===== src/rtl/core/rgbh_pkg.sv =====
`timescale 1ns / 1ps

package rgbh_pkg;

  localparam int BIN_COUNT        = 256;
  localparam int BIN_W            = $clog2(BIN_COUNT);
  localparam int DEF_COUNT_BITS   = 24;
  localparam int OUT_BITS         = 24;
  localparam int MAX_DIMENSION    = 4096;
  localparam int COORD_W          = 12;
  localparam int VALUE_W          = 8;
  localparam int OP_W             = 2;

  localparam logic [OP_W-1:0] OP_CLEAR = 2'd0;
  localparam logic [OP_W-1:0] OP_PIXEL = 2'd1;
  localparam logic [OP_W-1:0] OP_READ  = 2'd2;

  typedef struct packed {
    logic [OP_W-1:0]    operation;
    logic [COORD_W-1:0] column;
    logic [COORD_W-1:0] row_index;
    logic [VALUE_W-1:0] blue_value;
    logic [VALUE_W-1:0] green_value;
    logic [VALUE_W-1:0] red_value;
    logic [BIN_W-1:0]   bin_select;
  } req_t;

  typedef struct packed {
    logic [OUT_BITS-1:0] red_count;
    logic [OUT_BITS-1:0] green_count;
    logic [OUT_BITS-1:0] blue_count;
    logic [OUT_BITS-1:0] peak_count;
  } rsp_t;

  // Control from the sequencer to each color lane.
  typedef struct packed {
    logic lookup;
    logic clear;
    logic update;
    logic count_en;
  } lane_ctl_t;

  // Control from the sequencer to the peak merge stage.
  typedef struct packed {
    logic clear;
    logic merge;
    logic count_en;
  } merge_ctl_t;

endpackage


===== src/rtl/core/rgbh_merge.sv =====
`timescale 1ns / 1ps

module rgbh_merge #(
  parameter int COUNT_BITS = rgbh_pkg::DEF_COUNT_BITS
) (
  input  logic                  clk,
  input  logic                  rst,
  input  rgbh_pkg::merge_ctl_t  ctl,
  input  logic [COUNT_BITS-1:0] red_count,
  input  logic [COUNT_BITS-1:0] green_count,
  input  logic [COUNT_BITS-1:0] blue_count,
  output logic [COUNT_BITS-1:0] peak_new
);
  import rgbh_pkg::*;

  logic [COUNT_BITS-1:0] peak;
  logic [COUNT_BITS-1:0] max_rg;
  logic [COUNT_BITS-1:0] max_bp;
  logic [COUNT_BITS-1:0] max_all;

  assign max_rg   = (red_count > green_count) ? red_count : green_count;
  assign max_bp   = (blue_count > peak) ? blue_count : peak;
  assign max_all  = (max_rg > max_bp) ? max_rg : max_bp;
  assign peak_new = ctl.count_en ? max_all : peak;

  always_ff @(posedge clk) begin
    if (rst) begin
      peak <= COUNT_BITS'(1);
    end else if (ctl.clear) begin
      peak <= COUNT_BITS'(1);
    end else if (ctl.merge) begin
      peak <= peak_new;
    end
  end

endmodule

===== config.mk =====
export PLATFORM = sky130hd
export DESIGN_NAME = rgbh_merge
export DESIGN_NICKNAME = d
export VERILOG_FILES = /design/src/rtl/core/rgbh_pkg.sv /design/src/rtl/core/rgbh_merge.sv
export SDC_FILE = /design/constraint.sdc
export NUM_CORES = 1
export LEC_CHECK = 0
export BUFFER_PORTS_ARGS = -buffer_cell sky130_fd_sc_hd__buf_4
export CAP_MARGIN = 10
export CORE_MARGIN = 4
export CORE_UTILIZATION = 30
export CTS_BUF_LIST = sky130_fd_sc_hd__clkbuf_16
export DETAILED_ROUTE_END_ITERATION = 6
export GPL_TIMING_DRIVEN = 0
export PLACE_DENSITY = 0.57
export SYNTH_ARGS = -nofsm -noshare
export SYNTH_HDL_FRONTEND = slang
export SYNTH_SLANG_ARGS = --single-unit

===== constraint.sdc =====
create_clock -name clk -period 5.21 [get_ports clk]
set_input_delay 0.7815 -clock clk [delete_from_list [all_inputs] [get_ports clk]]
set_output_delay 0.7815 -clock clk [all_outputs]
set_load 0.005 [all_outputs]

==> flow_summary_export.csv, run 1 <==
group,metric,value,unit
run_status,outcome,"complete, but fails checks",
run_status,violations,"negative setup slack",
grt,grt_pass1_wl,26210,um
finish,diodes,0,
logic_synthesis,synthArstFlopShare,0,%
die,core,13300,um2
clock_tree,cts_tree,"yes",
pwr,leakage,2.975,nW
routing,drc,0,
routing,postRouteAntennaNets,0,
die,die_height,124.7,um
setup_path,critPathArrivalTime,5120,ps
sta,hold_viol_final,0,
die,start_util,30.75,%
placed_design,place_congestion,0.8701,
setup_path,startpoint_type,"input port",
die,row_count,42,
finish,area_delta_synth_final,72.08,%
run,maxCapViolCount,0,
finish,multiInputGateArea,4312,um2
pwr,irDropWorstVdd,0.1358,mV
setup_path,crit_fanout,7,
finish,top_regs,"peak x24",
logic_synthesis,synth_fp_nets,715,
routing,viasPerCell,5.655,
die,die_area,15560,um2
routing,routed_wl,17410,um
clock_tree,cts_made_buffers,3,
logic_synthesis,synth-edff-count,0,
finish,layout.area.seq,480.5,um2
sta,hold_slack,498.0,ps
finish,largest-register,"peak",
sta,min_period,5900,ps
finish,fillers,1178,
finish,layout_commonest_cell,"buf_4",
sta,worst_slack,-690.3,ps
pwr,powerDensity,213.3,nW/um2
grt,grt_pass1_vias,5183,
finish,final_cell_mix,"buf_4 (149), inv_1 (77), ha_1 (49), o31ai_1 (44), nand2_1 (41)",
logic_synthesis,synth_seq_cells,24,
sta,setup-violations-final,24,
logic_synthesis,syn_area,4088,um2
logic_synthesis,postSynthCellCount,566,
sta,post-route-period-util,113.2,%
die,io_pins,101,
finish,fin_nets,879,
setup_path,endpoint_kind,"output pin",
clock_tree,clk_pin_slew,70,ps
grt,antenna_found_initial,0,
setup_path,critPathKind,"in2out",
finish,utilization,52.91,%
logic_synthesis,syn_avg_cell_area,7.222,um2
logic_synthesis,ys_types,43,
logic_synthesis,synth_seq_area_share,11.75,%
sta,max_slew_margin,28.79,%
sta,fin_skew,4.019,ps
grt,grt.total_usage,20.34,%
logic_synthesis,synth_ff_type,"dfxtp_1",
worst_hold_path,hold_path.class,"reg2reg",
sta,tightest_slew,1068,ps
setup_path,required,4430,ps
sta,slew_viol_final,0,
routing,routedWlPerCell,19.23,um
placed_design,place_hpwl,12380,um
routing,firstDrtPassIters,5,
sta,rsz0062_at_grt,"true",
pwr,p_total,1.500,mW
clock_tree,cts_hold_buffers,0,
finish,largest_reg_flops,24,
routing,dr_total_vias,5118,
die,fp.dieW,124.7,um
clock_tree,cts_max_level,1,
clock_tree,cts_max_path_buffers,2,
routing,drt_iter0_drc,267,
clock_tree,clk_latency,270,ps
placed_design,port_buffers,100,
grt,grt_overflow_total,0,
clock_tree,cts_sinks,24,
logic_synthesis,yosysWarningCount,0,
grt,grt_max_degree,14,
clock_tree,clk_root_buffer_cell,"clkbuf_16",
sta,fmax,0.1695,GHz
finish,drive_gt1_share,43.90,%
worst max-delay path: stages:
cell and delay (ps):
buf_8 100, ha_4 260, nand4_1 150, or4_1 570
o211ai_1 230, nand2_1 120, clkbuf_8 170, buf_12 140
buf_8 120, mux2i_4 180, ha_1 280, nand2_1 50
or3_4 450, or4_4 460, nand2_4 90, or2_1 140
buf_6 150, buf_12 110, clkbuf_16 150, a211oi_2 50
nor3_2 200, buf_4 150
through the flow:
stage                     setup WS [ps]  TNS (ps)  cells  cell area [um2]
final                            -690.3    -15110    905             7034
after global routing             -852.7    -19230    905             7034
after CTS                        -608.4    -12730    891             6405
after detailed placement          -1148    -28660    842             5260
after global placement            -1158    -29310    842             5260
after floorplan                  -119.2     -2209    566             4289
synthesized netlist by cell type (all sizes together), types with 3 or more instances:
cell	instances	area share [%]
a211oi	49	9.1
a21o	28	5.1
a21oi	30	3.7
a221oi	3	0.64
buf	13	1.8
clkbuf	20	1.8
dfxtp	24	12
ha	72	22
inv	78	7.2
mux2i	23	5.6
nand2	42	3.9
nand3	7	0.86
nand4	13	2.0
nor2	28	2.6
nor3	50	6.1
o211ai	3	0.55
o21a	3	0.55
o21ai	8	1.1
o221ai	3	0.64
o31ai	46	8.4
cell families after synthesis:
logic type | synth area share [%]
AOI/OAI and AO/OA | 31.16
adders and majority gates | 22.04
buffers and inverters | 10.84
DFF | 11.75
muxes | 5.632
and+or+nand+nor | 18.58
where the power goes:
part | switching (mW) | internal, mW
clock network | 0.0853 | 0.104
logic | 0.564 | 0.539
registers | 0.0136 | 0.195
total | 0.663 | 0.837
what timing repair did:
action | CTS | global route
buffers inserted | 48 | 16
resized for setup | 126 | 85
gates cloned | 0 | 3
pin swaps | 45 | 45
setup endpoints to repair | 27 | 34
cell type report:
cell class              count  share of cell area [%]
multi-input cells         431                   61.29
repair buffers            165                   19.57
flip-flops and latches     24                   6.830
inverters                  78                   4.162
plain buffers              27                   3.895
well taps                 176                   3.131
clock buffers               3                   1.067
clock inverters             1                 0.05336
metal layers:
| layer | vias up | global-route usage (%) | part of all wire (%) |
|---|---|---|---|
| met5 | - | 0 | 0 |
| met4 | 0 | 4.062 | 2.8 |
| met3 | 31 | 3.988 | 5.9 |
| met2 | 182 | 36.32 | 49 |
| met1 | 2490 | 25.35 | 42 |
| li1 | 2415 | - | - |
path summary, 6_finish.rpt:
kind | from | to | slack [ps] | depth (start not counted)
hold reg to reg | peak[4]$_SDFFE_PP0P_ | peak[4]$_SDFFE_PP0P_ | 500 | 2
setup / recovery | blue_count[10] | peak_new[1] | -690 | 22
hold / removal | peak[4]$_SDFFE_PP0P_ | peak[4]$_SDFFE_PP0P_ | 500 | 2
setup reg to reg | peak[10]$_SDFFE_PP0P_ | peak[9]$_SDFFE_PP0P_ | 230 | 22
No activity file was read; power rests on OpenSTA's default activity.
==> run 2: changes to the inputs <==
--- a/config.mk
+++ b/config.mk
@@ -5,6 +5,7 @@
 export SDC_FILE = /design/constraint.sdc
 export NUM_CORES = 1
 export LEC_CHECK = 0
+export ABC_AREA = 1
 export BUFFER_PORTS_ARGS = -buffer_cell sky130_fd_sc_hd__buf_4
 export CAP_MARGIN = 10
 export CORE_MARGIN = 4
@@ -12,7 +13,7 @@
 export CTS_BUF_LIST = sky130_fd_sc_hd__clkbuf_16
 export DETAILED_ROUTE_END_ITERATION = 6
 export GPL_TIMING_DRIVEN = 0
-export PLACE_DENSITY = 0.57
+export PLACE_DENSITY = 0.56
 export SYNTH_ARGS = -nofsm -noshare
 export SYNTH_HDL_FRONTEND = slang
 export SYNTH_SLANG_ARGS = --single-unit
==> run 2 against run 1 <==
Net effect:
- the run now ends clean
- flip-flop and latch count unchanged
- core utilization shrank 13 points
- total power down 23%
- routed wire length down 17%
- clock-buffer cell count unchanged
- design area is 21% lower
- first-iteration DRC count is 15% higher
- critical path type unchanged
==> flow_summary_export.csv, run 2 <==
group,metric,value,unit
pwr,leakage,3.205,nW
setup_path,endpoint_kind,"output pin",
setup_path,path_cells,"buf_4 -> ha_1 -> nand2_1 -> nor2_2 -> nand4_2 -> nor2_4 -> nand2_2 -> nand3_4 -> buf_8 -> nand3_1 -> and2_1 -> ha_1 -> nand2_1 -> nor2_2 -> nand4_4 -> a21oi_4 -> nor2_2 -> nor2_4 -> buf_4 -> buf_8 -> nand3_1 -> nand3_1 -> nand2_1 -> buf_4",
worst_hold_path,hold_path.class,"reg2reg",
finish,layout_commonest_cell,"nand2_1",
logic_synthesis,synthArstFlopShare,0,%
finish,fin_nets,999,
grt,grt_max_degree,14,
sta,max_slew_margin,61.58,%
pwr,powerDensity,208.2,nW/um2
grt,grt_overflow_total,0,
logic_synthesis,synth_ff_type,"dfxtp_1",
clock_tree,cts_made_buffers,3,
clock_tree,clk_root_buffer_cell,"clkbuf_16",
pwr,p_switching,0.5261,mW
placed_design,dp_slack,41.21,ps
setup_path,max_stage_delay,300,ps
pwr,swShare,45.37,%
clock_tree,cts_tree,"yes",
die,die_area,16280,um2
die,io_pins,101,
finish,area_delta_synth_final,29.80,%
routing,dr_total_vias,4766,
logic_synthesis,synth_common_cells,"nand2_1 (244), nand3_1 (144), inv_1 (110), ha_1 (72), a21oi_1 (48)",
die,fp.dieW,127.6,um
run_status,outcome,"finished, final reports clean",
routing,routedWlPerCell,14.08,um
run,maxCapViolCount,0,
grt,grt_pass1_wl,22380,um
setup_path,crit_fanout,10,
pwr,intPower,0.6336,mW
grt,antenna_found_initial,0,
finish,fin_area,5569,um2
pwr,irDropWorstVdd,0.1175,mV
pwr,combPwrFrac,66.9,%
setup_path,r2r_end,"peak[20]$_SDFFE_PP0P_",
logic_synthesis,yosysMostFrequentCell,"nand2_1",
placed_design,place_congestion,0.9021,
sta,slew_viol_final,0,
logic_synthesis,netlist.area_leader.share,21.35,%
clock_tree,clk_latency,270,ps
logic_synthesis,postSynthCellCount,737,
setup_path,r2r_slack,1370,ps
logic_synthesis,synth_fp_nets,886,
routing,viasPerCell,4.632,
logic_synthesis,ys_types,29,
setup_path,startpoint,"blue_count[15]",
placed_design,place_area,5251,um2
setup_path,cp.buffers_inverters,5,
finish,multiInputGateArea,3347,um2
clock_tree,cts_hold_buffers,0,
sta,fmax,0.2002,GHz
routing,postRouteAntennaNets,0,
routing,routed_wl,14490,um
finish,fillers,1586,
setup_path,required,4430,ps
clock_tree,cts_max_level,1,
pwr,clkPwrFrac,15.8,%
placed_design,dp.cells,1015,
sta,worst_slack,214.6,ps
clock_tree,clk_pin_slew,70,ps
clock_tree,cts_sinks,24,
clock_tree,cts_max_path_buffers,2,
finish,final_cell_mix,"nand2_1 (239), nand3_1 (136), buf_4 (111), inv_1 (110), ha_1 (72)",
finish,drive_gt1_share,20.38,%
logic_synthesis,synth-edff-count,0,
setup_path,slowest_stage,"ha_1",
routing,drc,0,
logic_synthesis,syn_area,4290,um2
setup_path,endpoint,"peak_new[20]",
logic_synthesis,netlist.top_cell.by_area,"nand2_1",
finish,diodes,0,
logic_synthesis,syn_avg_cell_area,5.821,um2
sta,setup-violations-final,0,
routing,firstDrtPassIters,5,
setup_path,r2r_start,"peak[15]$_SDFFE_PP0P_",
setup_path,critPathKind,"in2out",
grt,grt.total_usage,17.24,%
finish,fin_cells,1029,
finish,top_regs,"peak x24",
logic_synthesis,yosysWarningCount,0,
placed_design,port_buffers,98,
setup_path,path_delay_family,"simple AND/OR/NAND/NOR gates",
worst_hold_path,hold-path-cell-count,2,
logic_synthesis,synth_seq_cells,24,
sta,min_period,4995,ps
setup_path,critPathArrivalTime,4210,ps
sta,hold_viol_final,0,
die,start_util,30.79,%
die,row_count,43,
die,die_height,127.6,um
grt,grt_pass1_vias,4452,
setup_path,path_depth,24,
finish,largest_reg_flops,24,
routing,drt_iter0_drc,307,
setup_path,r2r_cells,25,
finish,layout.area.seq,480.5,um2
sta,fin_skew,2.000,ps
logic_synthesis,synth_seq_area_share,11.20,%
logic_synthesis,synth.area.top_cells,"nand2_1 (21%), ha_1 (21%), nand3_1 (17%), dfxtp_1 (11%), inv_1 (9.6%)",
placed_design,place_hpwl,12230,um
setup_path,startpoint_type,"input port",
sta,tightest_slew,576.4,ps
finish,largest-register,"peak",
die,core,13930,um2
pwr,seqPwrFrac,17.3,%
sta,post-route-period-util,95.88,%
## run 2: cell count changes in the layout (fill, tap and decap cells not counted), sizes merged, moves of 46 or more
cell    previous run  this run
nor3              50         1
nand3              7       150
nand2             42       246
a211oi            49         0
o31ai             46         0
buf              177       124
## run 2: area by class of cell
class / instances / area share (%)
Multi-Input combinational cell: 574 / 60.10
Inverter: 110 / 7.414
Tap cell: 180 / 4.044
Timing Repair Buffer: 108 / 14.87
Clock inverter: 1 / 0.06740
Sequential cell: 24 / 8.627
Buffer: 29 / 3.527
Clock buffer: 3 / 1.348
## run 2: routing by layer
metal  wire, um  up-vias  part of all wire (%)  GRT usage, %
li1           -     2605                     -             -
met4        190        0                   1.3         3.995
met1       7140     2039                    49         24.95
met3        630       11                   4.3         1.212
met2       6527      111                    45         27.97
met5          0        -                     0             0
## run 2: tightest hold or removal path, stage by stage (launching register included)
cell and delay, ps:
dfxtp_1 390, a21oi_1 90, nand2_1 60
## run 2: worst min-delay path by stage
stage,from,to,slack (ps)
after floorplan,peak[0]$_SDFFE_PP1P_,peak[0]$_SDFFE_PP1P_,490
after global placement,peak[0]$_SDFFE_PP1P_,peak[0]$_SDFFE_PP1P_,530
after detailed placement,peak[0]$_SDFFE_PP1P_,peak[0]$_SDFFE_PP1P_,540
after CTS,peak[0]$_SDFFE_PP1P_,peak[0]$_SDFFE_PP1P_,560
after global routing,peak[0]$_SDFFE_PP1P_,peak[0]$_SDFFE_PP1P_,600
final,peak[0]$_SDFFE_PP1P_,peak[0]$_SDFFE_PP1P_,560
## run 2: stage by stage
stage	TNS, ps	hold WS [ps]	util [%]	total power [mW]
finish	0	563.5	39.97	1.160
global route	-172.6	598.7	39.97	1.268
CTS	0	560.8	38.25	1.102
detailed placement	0	541.9	37.69	0.9143
global placement	0	532.5	37.69	0.9103
floorplan	0	490.7	-	0.6498
## run 2: power groups by stage
stage | Sequential (mW) | Clock [mW] | Combinational, mW
2_1_floorplan | 0.203 | 0 | 0.447
6_report | 0.201 | 0.183 | 0.776
3_3_place_gp | 0.205 | 0 | 0.706
5_1_grt | 0.202 | 0.190 | 0.876
4_1_cts | 0.200 | 0.189 | 0.713
3_5_place_dp | 0.205 | 0 | 0.710
## run 2: repair_timing
| action | CTS | global route |
|---|---|---|
| setup buffers | 0 | 9 |
| endpoints found under the setup margin | 0 | 24 |
| resized for setup | 0 | 39 |
## run 2: cells by family after synthesis
group	synth area share (%)
and+or+nand+nor	46.72
buffers and inverters	13.44
adders and majority gates	21.00
AOI/OAI and AO/OA	7.641
DFF	11.20
==> run 3: changes to the inputs <==
--- a/config.mk
+++ b/config.mk
@@ -13,7 +13,7 @@
 export CTS_BUF_LIST = sky130_fd_sc_hd__clkbuf_16
 export DETAILED_ROUTE_END_ITERATION = 6
 export GPL_TIMING_DRIVEN = 0
-export PLACE_DENSITY = 0.56
+export PLACE_DENSITY = 0.55
 export SYNTH_ARGS = -nofsm -noshare
 export SYNTH_HDL_FRONTEND = slang
 export SYNTH_SLANG_ARGS = --single-unit
==> constraint.sdc (replaced) <==
create_clock -name clk -period 5.05 [get_ports clk]
set_input_delay 0.7575 -clock clk [delete_from_list [all_inputs] [get_ports clk]]
set_output_delay 0.7575 -clock clk [all_outputs]
set_load 0.005 [all_outputs]
==> run 3 against run 2 <==
Net effect:
- routed wire length increased by 5.8%
- setup slack got worse by 46 ps
- register-to-register slack got worse by 80 ps
- combinational power increased by 25%
- global-route usage increased by 0.15 points
- non-clock buffer count increased by 8
- sequential power increased by 3%
- via count increased by 1.1%
- sequential share of layout area decreased by 0.74 points
- die area unchanged
- critical endpoint is now peak_new[18]
==> flow_summary_export.csv, run 3 (synthesis gave the netlist of run 2 again) <==
group,metric,value,unit
clock_tree,cts_max_path_buffers,2,
die,core,13930,um2
routing,viasPerCell,4.647,
die,die_height,127.6,um
routing,postRouteAntennaNets,0,
die,start_util,30.79,%
grt,antenna_found_initial,0,
setup_path,slowest_stage,"ha_1",
worst_hold_path,hold_path.class,"reg2reg",
grt,grt_pass1_vias,4533,
pwr,irDropWorstVdd,0.1877,mV
die,row_count,43,
clock_tree,clk_latency,270,ps
pwr,leakage,3.372,nW
routing,met1Wirelength,7148,um
clock_tree,clk_root_buffer_cell,"clkbuf_16",
sta,hold_slack,569.1,ps
sta,post-route-period-util,96.66,%
placed_design,place_congestion,0.8660,
sta,slew_viol_final,0,
sta,setup-violations-final,0,
finish,fin_nets,1007,
sta,min_period,4881,ps
finish,largest-register,"peak",
sta,worst_slack,168.9,ps
finish,drive_gt1_share,26.02,%
finish,area_delta_synth_final,41.97,%
setup_path,path_common_cell,"nand2_1",
placed_design,place_area,5251,um2
finish,diodes,0,
routing,drc,0,
routing,dr_total_vias,4819,
grt,grt_max_degree,15,
routing,routedWlPerCell,14.78,um
finish,final_cell_mix,"nand2_1 (225), nand3_1 (117), inv_1 (110), buf_4 (104), ha_1 (68)",
run_status,outcome,"finished, final reports clean",
clock_tree,cts_hold_buffers,0,
setup_path,cp.buffers_inverters,6,
clock_tree,cts_max_level,1,
routing,drt_iter0_drc,262,
setup_path,max_stage_delay,290,ps
setup_path,crit_fanout,8,
run,maxCapViolCount,0,
die,fp.dieW,127.6,um
pwr,powerDensity,233.2,nW/um2
routing,routed_wl,15330,um
grt,grt.total_usage,17.39,%
routing,wl_met3,603,um
die,io_pins,101,
clock_tree,cts_made_buffers,3,
routing,highest_layer,"met4",
placed_design,place_hpwl,12190,um
clock_tree,clk_pin_slew,70,ps
clock_tree,cts_sinks,24,
placed_design,dp_slack,-86.47,ps
setup_path,startpoint_type,"input port",
die,die_area,16280,um2
finish,utilization,43.71,%
sta,hold_viol_final,0,
routing,wl_met2,7418,um
routing,firstDrtPassIters,6,
finish,layout_commonest_cell,"nand2_1",
setup_path,required,4290,ps
grt,grt_overflow_total,0,
grt,grt_pass1_wl,22670,um
sta,max_slew_margin,60.67,%
setup_path,critPathArrivalTime,4120,ps
sta,fin_skew,2.008,ps
sta,fmax,0.2049,GHz
sta,rsz0062_at_grt,"true",
finish,fin_area,6091,um2
setup_path,path_cells,"buf_4 -> ha_1 -> nand2_1 -> nor2_2 -> nand4_2 -> nor2_4 -> nand2_2 -> nand3_4 -> clkbuf_16 -> nand3_1 -> nand2_1 -> inv_1 -> ha_4 -> nand2_1 -> nor2_4 -> nand4_4 -> nor3_4 -> o21bai_4 -> buf_12 -> clkbuf_16 -> nand3_1 -> nand3_1 -> nand2_1 -> buf_4",
setup_path,endpoint_kind,"output pin",
finish,top_regs,"peak x24",
finish,largest_reg_flops,24,
sta,tightest_slew,590.0,ps
clock_tree,cts_tree,"yes",
setup_path,path_delay_family,"simple AND/OR/NAND/NOR gates",
placed_design,port_buffers,98,
setup_path,critPathKind,"in2out",
## run 3: area by class of cell
cell class / count / area (um2)
clock inverters: 1 / 30.03
fillers: 1507 / 7844
flip-flops and latches: 24 / 480.5
clock buffers: 3 / 75.07
well taps: 180 / 225.2
multi-input cells: 574 / 3615
repair buffers: 116 / 1016
plain buffers: 29 / 236.5
inverters: 110 / 412.9
## run 3: routing by layer
metal | vias up | GRT usage (%)
met3 | 9 | 1.254
li1 | 2627 | -
met2 | 93 | 29.70
met5 | - | 0
met4 | 0 | 2.622
met1 | 2090 | 24.49
## run 3: what timing repair did
| action | CTS | global route |
|---|---|---|
| pin swaps | 0 | 27 |
| endpoints found under the setup margin | 15 | 24 |
| cloned | 0 | 8 |
| setup buffers | 1 | 9 |
| gates resized for setup | 3 | 108 |
## run 3: path summary, 6_finish.rpt
path / start / end / slack [ps] / cells after the start
setup / recovery: blue_count[15] / peak_new[18] / 170 / 24
hold / removal: peak[0]$_SDFFE_PP1P_ / peak[0]$_SDFFE_PP1P_ / 570 / 2
setup reg to reg: peak[15]$_SDFFE_PP0P_ / peak[19]$_SDFFE_PP0P_ / 1290 / 26
hold reg to reg: peak[0]$_SDFFE_PP1P_ / peak[0]$_SDFFE_PP1P_ / 570 / 2
## run 3: through the flow
step	setup TNS (ps)	instances	power (mW)
2_1_floorplan	0	737	0.6704
3_3_place_gp	-334.9	1015	0.9394
3_5_place_dp	-498.4	1015	0.9436
4_1_cts	0	1020	1.190
5_1_grt	-532.0	1037	1.535
6_report	0	1037	1.421
## run 3: worst min-delay path: stages, from the launching register on
cell     delay (ps)
dfxtp_1         400
a21oi_1          90
nand2_1          60
## run 3: report_power, final
part | leakage, nW | internal [mW] | switching [mW]
logic | 3.12 | 0.453 | 0.520
registers | 0.196 | 0.199 | 0.00768
clock network | 0.0511 | 0.158 | 0.0827
total | 3.37 | 0.810 | 0.610
